--- config.mk ---
export PLATFORM = sky130hd
export DESIGN_NAME = nal_unit_type_filter_top
export DESIGN_NICKNAME = d
export VERILOG_FILES = /design/src/design/nalf_pkg.sv /design/src/design/nalf_release.sv /design/src/design/nal_unit_type_filter_top.sv
export SDC_FILE = /design/constraint.sdc
export NUM_CORES = 1
export LEC_CHECK = 0
export BUFFER_PORTS_ARGS = -buffer_cell sky130_fd_sc_hd__buf_2
export CAP_MARGIN = 25
export CELL_PAD_IN_SITES_DETAIL_PLACEMENT = 1
export CELL_PAD_IN_SITES_GLOBAL_PLACEMENT = 2
export CORE_UTILIZATION = 42
export CTS_CLUSTER_SIZE = 14
export DETAILED_ROUTE_END_ITERATION = 8
export PLACE_DENSITY = 0.95
export SETUP_SLACK_MARGIN = 0.05
export SLEW_MARGIN = 20
export SYNTH_ARGS = -nofsm -noshare
export SYNTH_HDL_FRONTEND = slang
export SYNTH_SLANG_ARGS = --single-unit
export TNS_END_PERCENT = 30
--- constraint.sdc ---
create_clock -name clk -period 8 [get_ports clk]
set_clock_uncertainty 0.05 [all_clocks]
set_input_delay 1.6 -clock clk [delete_from_list [all_inputs] [get_ports clk]]
set_output_delay 1.6 -clock clk [all_outputs]
set_load 0.005 [all_outputs]
--- src/design/nalf_pkg.sv ---
// ----------------------------------------------------------------------------
// nalf_pkg
// shared types, constants and type-rule function for the nal unit filter
// ----------------------------------------------------------------------------
package nalf_pkg;

  localparam int WIN_DEPTH = 5;

  typedef logic [7:0] byte_t;
  typedef logic [WIN_DEPTH-1:0][7:0] win_t;
  typedef logic [2:0] fill_t;

  // codec_select codes
  localparam logic CODEC_H264 = 1'b0;
  localparam logic CODEC_H265 = 1'b1;

  // unit types that are dropped
  localparam logic [4:0] H264_SEI = 5'd6;
  localparam logic [4:0] H264_AUD = 5'd9;
  localparam logic [5:0] H265_AUD = 6'd35;
  localparam logic [5:0] H265_SEI = 6'd39;

  // per-unit tracking carried across released bytes
  typedef struct packed {
    logic [2:0] unit_offset;  // saturates at 7
    logic [1:0] zero_run;     // saturates at 2
    logic       keep_unit;
  } unit_state_t;

  localparam unit_state_t UNIT_STATE_RESET = '{unit_offset: 3'd0, zero_run: 2'd0,
                                               keep_unit: 1'b1};

  typedef struct packed {
    logic        kept;    // oldest byte goes out
    unit_state_t st;      // tracking after the release
  } release_t;

  function automatic logic type_dropped(input logic codec, input byte_t t);
    logic drop;
    if (codec == CODEC_H264) begin
      drop = (t[4:0] == H264_SEI) || (t[4:0] == H264_AUD);
    end else begin
      drop = (t[6:1] == H265_AUD) || (t[6:1] == H265_SEI);
    end
    return drop;
  endfunction

endpackage

--- src/design/nalf_release.sv ---
// ----------------------------------------------------------------------------
// nalf_release
// start-code detection and keep decision for the oldest byte of the window
// ----------------------------------------------------------------------------
module nalf_release (
  input  nalf_pkg::win_t        win,
  input  nalf_pkg::fill_t       fill,
  input  nalf_pkg::unit_state_t st,
  input  logic                  codec,
  output nalf_pkg::release_t    rel
);

  logic            sc4;
  logic            sc3;
  logic            starts;
  logic            type_avail;
  nalf_pkg::byte_t type_byte;
  logic            keep_new;

  // start code with a leading zero byte, and a plain start code
  assign sc4 = (st.unit_offset >= 3'd2) && (fill >= 3'd4) && (win[0] == 8'h00) &&
               (win[1] == 8'h00) && (win[2] == 8'h00) && (win[3] == 8'h01);
  assign sc3 = (st.unit_offset >= 3'd3) && (st.zero_run == 2'd0) && (fill >= 3'd3) &&
               (win[0] == 8'h00) && (win[1] == 8'h00) && (win[2] == 8'h01);
  assign starts = (st.unit_offset == 3'd0) || sc4 || sc3;

  // type byte at offset 4 after a zero at offset 2, else at offset 3
  assign type_byte  = (win[2] == 8'h00) ? win[4] : win[3];
  assign type_avail = (win[2] == 8'h00) ? (fill >= 3'd5) : (fill >= 3'd4);
  assign keep_new   = type_avail ? !nalf_pkg::type_dropped(codec, type_byte) : 1'b1;

  always_comb begin
    rel.kept         = starts ? keep_new : st.keep_unit;
    rel.st.keep_unit = rel.kept;
    if (win[0] == 8'h00) begin
      rel.st.zero_run = (st.zero_run == 2'd2) ? 2'd2 : st.zero_run + 2'd1;
    end else begin
      rel.st.zero_run = 2'd0;
    end
    if (starts) begin
      rel.st.unit_offset = 3'd1;
    end else begin
      rel.st.unit_offset = (st.unit_offset == 3'd7) ? 3'd7 : st.unit_offset + 3'd1;
    end
  end

endmodule

--- src/design/nal_unit_type_filter_top.sv ---
// ----------------------------------------------------------------------------
// nal_unit_type_filter_top
// annex b byte stream filter that drops sei and access unit delimiter units
// ----------------------------------------------------------------------------
//  channel   direction  signals                        contents
//  s_*       in         s_tvalid s_tready s_tdata      in_byte; s_tlast = in_last
//                       s_tlast
//  m_*       out        m_tvalid m_tready m_tdata      out_byte; m_tuser = byte_valid;
//                       m_tlast m_tuser                m_tlast = packet_end
//  cfg_*     in         cfg_valid cfg_ready cfg_data   codec_select (0 h.264, 1 h.265)
//
//  one byte request per clock inside a packet unless stalled; a kept byte leaves
//  four bytes later. the last byte of a packet starts a drain of the delay window
//  releasing each held byte (up to 5), then the end result; s_tready low meanwhile
//  synchronous active-high rst clears all control state and selects h.264 rules
//  m_tready low stalls the input only when a new byte would have to release one
// ----------------------------------------------------------------------------
module nal_unit_type_filter_top (
  input  logic       clk,
  input  logic       rst,
  // byte input
  input  logic       s_tvalid,
  output logic       s_tready,
  input  logic [7:0] s_tdata,   // [7:0] in_byte
  input  logic       s_tlast,
  // filtered output
  output logic       m_tvalid,
  input  logic       m_tready,
  output logic [7:0] m_tdata,   // [7:0] out_byte
  output logic       m_tlast,
  output logic       m_tuser,   // [0] byte_valid
  // configuration
  input  logic       cfg_valid,
  output logic       cfg_ready,
  input  logic       cfg_data
);

  // packets shorter than this give only the end result
  localparam logic [2:0] PKT_MIN = 3'd4;

  // window and tracking state
  nalf_pkg::win_t        win, win_next;
  nalf_pkg::fill_t       fill, fill_next;
  nalf_pkg::unit_state_t st, st_next;
  logic [2:0]            pcount, pcount_next;
  logic                  drain, drain_next;
  logic                  hold_valid, hold_valid_next;
  nalf_pkg::byte_t       hold_byte, hold_byte_next;
  logic                  codec;

  // release path
  nalf_pkg::win_t        push_win;
  nalf_pkg::win_t        rel_win;
  nalf_pkg::win_t        shift_win;
  nalf_pkg::fill_t       rel_fill;
  nalf_pkg::release_t    rel;

  // output load
  logic                  in_fire;
  logic                  out_free;
  logic                  out_load;
  nalf_pkg::byte_t       out_byte;
  logic                  out_user;
  logic                  out_end;

  assign out_free  = !m_tvalid || m_tready;
  // a byte only forces a release when the window is one short of full
  assign s_tready  = !drain && ((fill != nalf_pkg::fill_t'(nalf_pkg::WIN_DEPTH - 1)) ||
                                out_free);
  assign in_fire   = s_tvalid && s_tready;
  assign cfg_ready = 1'b1;

  // new byte goes into the first free slot
  always_comb begin
    for (int k = 0; k < nalf_pkg::WIN_DEPTH; k++) begin
      push_win[k] = (fill == nalf_pkg::fill_t'(k)) ? s_tdata : win[k];
    end
  end

  // one release unit, shared: input path and drain never run in the same cycle
  assign rel_win   = drain ? win : push_win;
  assign rel_fill  = drain ? fill : nalf_pkg::fill_t'(nalf_pkg::WIN_DEPTH);
  assign shift_win = {8'h00, rel_win[nalf_pkg::WIN_DEPTH-1:1]};

  nalf_release u_release (
    .win   (rel_win),
    .fill  (rel_fill),
    .st    (st),
    .codec (codec),
    .rel   (rel)
  );

  always_comb begin
    win_next        = win;
    fill_next       = fill;
    st_next         = st;
    pcount_next     = pcount;
    drain_next      = drain;
    hold_valid_next = hold_valid;
    hold_byte_next  = hold_byte;
    out_load        = 1'b0;
    out_byte        = 8'h00;
    out_user        = 1'b0;
    out_end         = 1'b0;
    if (in_fire) begin
      pcount_next = (pcount == PKT_MIN) ? pcount : pcount + 3'd1;
      if (!s_tlast) begin
        if (fill == nalf_pkg::fill_t'(nalf_pkg::WIN_DEPTH - 1)) begin
          // window full: oldest byte is decided and leaves
          win_next = shift_win;
          st_next  = rel.st;
          if (rel.kept) begin
            out_load = 1'b1;
            out_byte = push_win[0];
            out_user = 1'b1;
          end
        end else begin
          win_next  = push_win;
          fill_next = fill + 3'd1;
        end
      end else begin
        drain_next = 1'b1;
        if (pcount_next < PKT_MIN) begin
          // short packet: nothing is released
          fill_next = 3'd0;
        end else begin
          win_next  = push_win;
          fill_next = fill + 3'd1;
        end
      end
    end else if (drain && out_free) begin
      if (fill != 3'd0) begin
        // kept bytes wait in the hold register so the last one can carry the end flag
        win_next  = shift_win;
        fill_next = fill - 3'd1;
        st_next   = rel.st;
        if (rel.kept) begin
          hold_byte_next  = win[0];
          hold_valid_next = 1'b1;
          if (hold_valid) begin
            out_load = 1'b1;
            out_byte = hold_byte;
            out_user = 1'b1;
          end
        end
      end else begin
        // end result: last kept byte, or an empty marker
        out_load        = 1'b1;
        out_end         = 1'b1;
        out_user        = hold_valid;
        out_byte        = hold_valid ? hold_byte : 8'h00;
        hold_valid_next = 1'b0;
        drain_next      = 1'b0;
        st_next         = nalf_pkg::UNIT_STATE_RESET;
        pcount_next     = 3'd0;
      end
    end
  end

  // control state
  always_ff @(posedge clk) begin
    if (rst) begin
      fill       <= 3'd0;
      st         <= nalf_pkg::UNIT_STATE_RESET;
      pcount     <= 3'd0;
      drain      <= 1'b0;
      hold_valid <= 1'b0;
      codec      <= nalf_pkg::CODEC_H264;
      m_tvalid   <= 1'b0;
    end else begin
      fill       <= fill_next;
      st         <= st_next;
      pcount     <= pcount_next;
      drain      <= drain_next;
      hold_valid <= hold_valid_next;
      if (cfg_valid && cfg_ready) begin
        codec <= cfg_data;
      end
      if (out_load) begin
        m_tvalid <= 1'b1;
      end else if (m_tready) begin
        m_tvalid <= 1'b0;
      end
    end
  end

  // payload
  always_ff @(posedge clk) begin
    win       <= win_next;
    hold_byte <= hold_byte_next;
    if (out_load) begin
      m_tdata <= out_byte;
      m_tuser <= out_user;
      m_tlast <= out_end;
    end
  end

endmodule

==> flow_metrics.env <==
export IMPL_gr_total_overflow=0
export IMPL_cp_slowest_cell="nor2_1"
export IMPL_synth_distinct_cells=54
export IMPL_synth_top_area_share_pct=41.3
export IMPL_first_pass_iters=5
export IMPL_cts_hold_buf=0
export IMPL_rsz0062_at_grt="false"
export IMPL_fin_crit_sh_pct=50.9
export IMPL_crit_type="in -> reg"
export IMPL_h_tree_depth=3
export IMPL_tns_ns=0
export IMPL_async_flop_share_pct=0
export IMPL_cts_sink_count=74
export IMPL_netlist_instances=449
export IMPL_drv_slew=0
export IMPL_drtAntennaViolNets=0
export IMPL_hp_start="win[0]"
export IMPL_required_ns=7.95
export IMPL_clk_latency_ns=0.37
export IMPL_vias_per_cell=5.77
export IMPL_fp_row_count=36
export IMPL_fmax_mhz=246
export IMPL_drcViolationCount=0
export IMPL_crit_path_start_kind="input port"
export IMPL_die_area_um2=10400
export IMPL_worst_path_buf_inv=1
export IMPL_final_area_um2=4670
export IMPL_tightest_slew_ns=0.772
export IMPL_nets=492
export IMPL_pin_count=28
export IMPL_cp_top_family="simple AND/OR/NAND/NOR gates"
export IMPL_synthTopCellsByArea="edfxtp_1, nor2_1, dfxtp_1, nand2_1, ha_1"
export IMPL_worst_path_max_fanout=13
export IMPL_run_status="completed"
export IMPL_grt_max_degree=41
export IMPL_core_area_um2=9730
export IMPL_path_cells="buf_2 -> nor4_1 -> nand4b_1 -> and2_1 -> o211a_1 -> o221ai_2 -> nand2_1 -> nor2_1"
export IMPL_ys_seq_elements=74
export IMPL_vias=3480
export IMPL_ys_flop_type="edfxtp_1"
export IMPL_yosysSeqAreaShare_pct=48.9
export IMPL_fin_crit_ns=4.07
export IMPL_grt_pass1_wl_mm=18.6
export IMPL_total_power_mw=1.06
export IMPL_die_h_um=102
export IMPL_first_global_vias=3563
export IMPL_antenna_cells=0
export IMPL_synthMostInstantiatedCell="nor2_1"
export IMPL_initial_utilization_pct=43.3
export IMPL_cts_clk_slew_worst_paths_ns=0.08
export IMPL_critPathMaxStageDelay_ns=0.53
export IMPL_drive_above_1_share_pct=13.6
export IMPL_min_path_type="reg -> reg"
export IMPL_crit_path_end_kind="flop"
export IMPL_synth_area_per_cell_um2=9.39
export IMPL_cts_tree="yes"
export IMPL_ys_top_cells_by_count="nor2_1, edfxtp_1, nand2_1"
export IMPL_place_area_um2=4440
export IMPL_postCtsSetupBuffers=0
export IMPL_ys_warnings_count=0
export IMPL_synth_edf_count=58
export IMPL_gp_congestion=0.939
export IMPL_synth_area_leader_cell="edfxtp_1"
export IMPL_root_buffer="clkbuf_8"
export IMPL_port_buffers=26
export IMPL_hpwl_mm=8.46
export IMPL_powerDensity_nw_per_um2=228
export IMPL_antenna_found_initial=0
export IMPL_cts_buffer_depth=2
export IMPL_cts_resized=0
export IMPL_area_growth_pct=10.7
export IMPL_die_w_um=102
export IMPL_drtIter0Drc=220
export IMPL_maxCapViolations=0
export IMPL_cts_made_buffers=9
export IMPL_ir_drop_uv=102
export IMPL_setup_viol=0
export IMPL_grt_usage_pct=23.5
export IMPL_leakage_nw=1.74
export IMPL_synth_nets=476
export IMPL_reg2reg_from="fill[2]"
export IMPL_wl_per_cell_um=19.2
export IMPL_drt_wl_total_mm=11.6
export IMPL_crit_start="s_tdata[3]"
export IMPL_relSlewSlack_pct=48.5
export IMPL_hold_viol_final=0
export IMPL_syn_area_um2=4220
export IMPL_arrival_ns=4.02
## routing by layer
layer  routed length, um  vias to the layer above  global-route usage (%)
li1                    -                     1680                       -
met1                5090                     1696                    31.7
met2                5690                       89                    38.9
met3                 616                       15                    3.83
met4                 160                        0                    7.03
met5                   0                        -                       0
## placed cells by master (no fill, tap or decap), drive strengths merged, types with 5 or more instances in the layout
cell type,n
a21oi,25
nor2b,5
mux2,11
a211oi,5
a32oi,9
nand3,5
mux2i,13
buf,30
nand2b,7
inv,13
clkbuf,10
nand2,52
ha,12
o21ai,18
nor4,7
dfxtp,16
nor2,88
o22ai,24
edfxtp,58
nor3,10
## stage by stage
step                std cells  util, %  setup WS, ns  hold slack, ns
finish                    603     48.0          3.93           0.449
global route              603     48.0          3.65           0.466
CTS                       603     48.0          3.94           0.451
detailed placement        587     45.7          3.56           0.430
global placement          587     45.6          3.74           0.417
floorplan                 449        -          3.74           0.400
## cells by family after synthesis
logic type               after synthesis  synth area share [%]
AO/OA/AOI/OAI                        101                  15.7
adder cells (fa/ha/maj)               12                  3.56
buffers and inverters                 38                  3.71
flip-flops                            74                  48.9
multiplexers                          24                  6.02
other                                  1                0.0889
AND/OR/NAND/NOR                      199                  22.0
## state kept, by name, indices dropped and copies added, names as in the netlist
name and count:
hold_byte 8, m_tdata 8, m_tlast 1, fill 3, hold_valid 1, pcount 3, st 6, drain 1
m_tuser 1, win 40, m_tvalid 1, codec 1
## path summary, 6_finish.rpt
path,to,slack (ns),cells past startpoint
worst min-delay path,hold_byte[0],0.45,0
worst min register to register,hold_byte[0],0.45,0
worst max-delay path,hold_byte[1],3.93,8
worst max register to register,hold_byte[1],3.97,9
## power breakdown
group	switching, mW	leakage (nW)	total [mW]	internal, mW
sequential	0.0360	0.669	0.507	0.471
combinational	0.141	0.962	0.221	0.0799
clock	0.152	0.112	0.337	0.185
## layout make-up
| cell class | instances | area (um^2) |
|---|---|---|
| Sequential cell | 74 | 2060 |
| Clock buffer | 10 | 138 |
| Inverter | 13 | 48.8 |
| Fill cell | 1144 | 5060 |
| Multi-Input combinational cell | 337 | 2000 |
| Tap cell | 133 | 166 |
| Clock inverter | 6 | 90.1 |
| Timing Repair Buffer | 30 | 160 |
(Power assumes the default switching activity.)
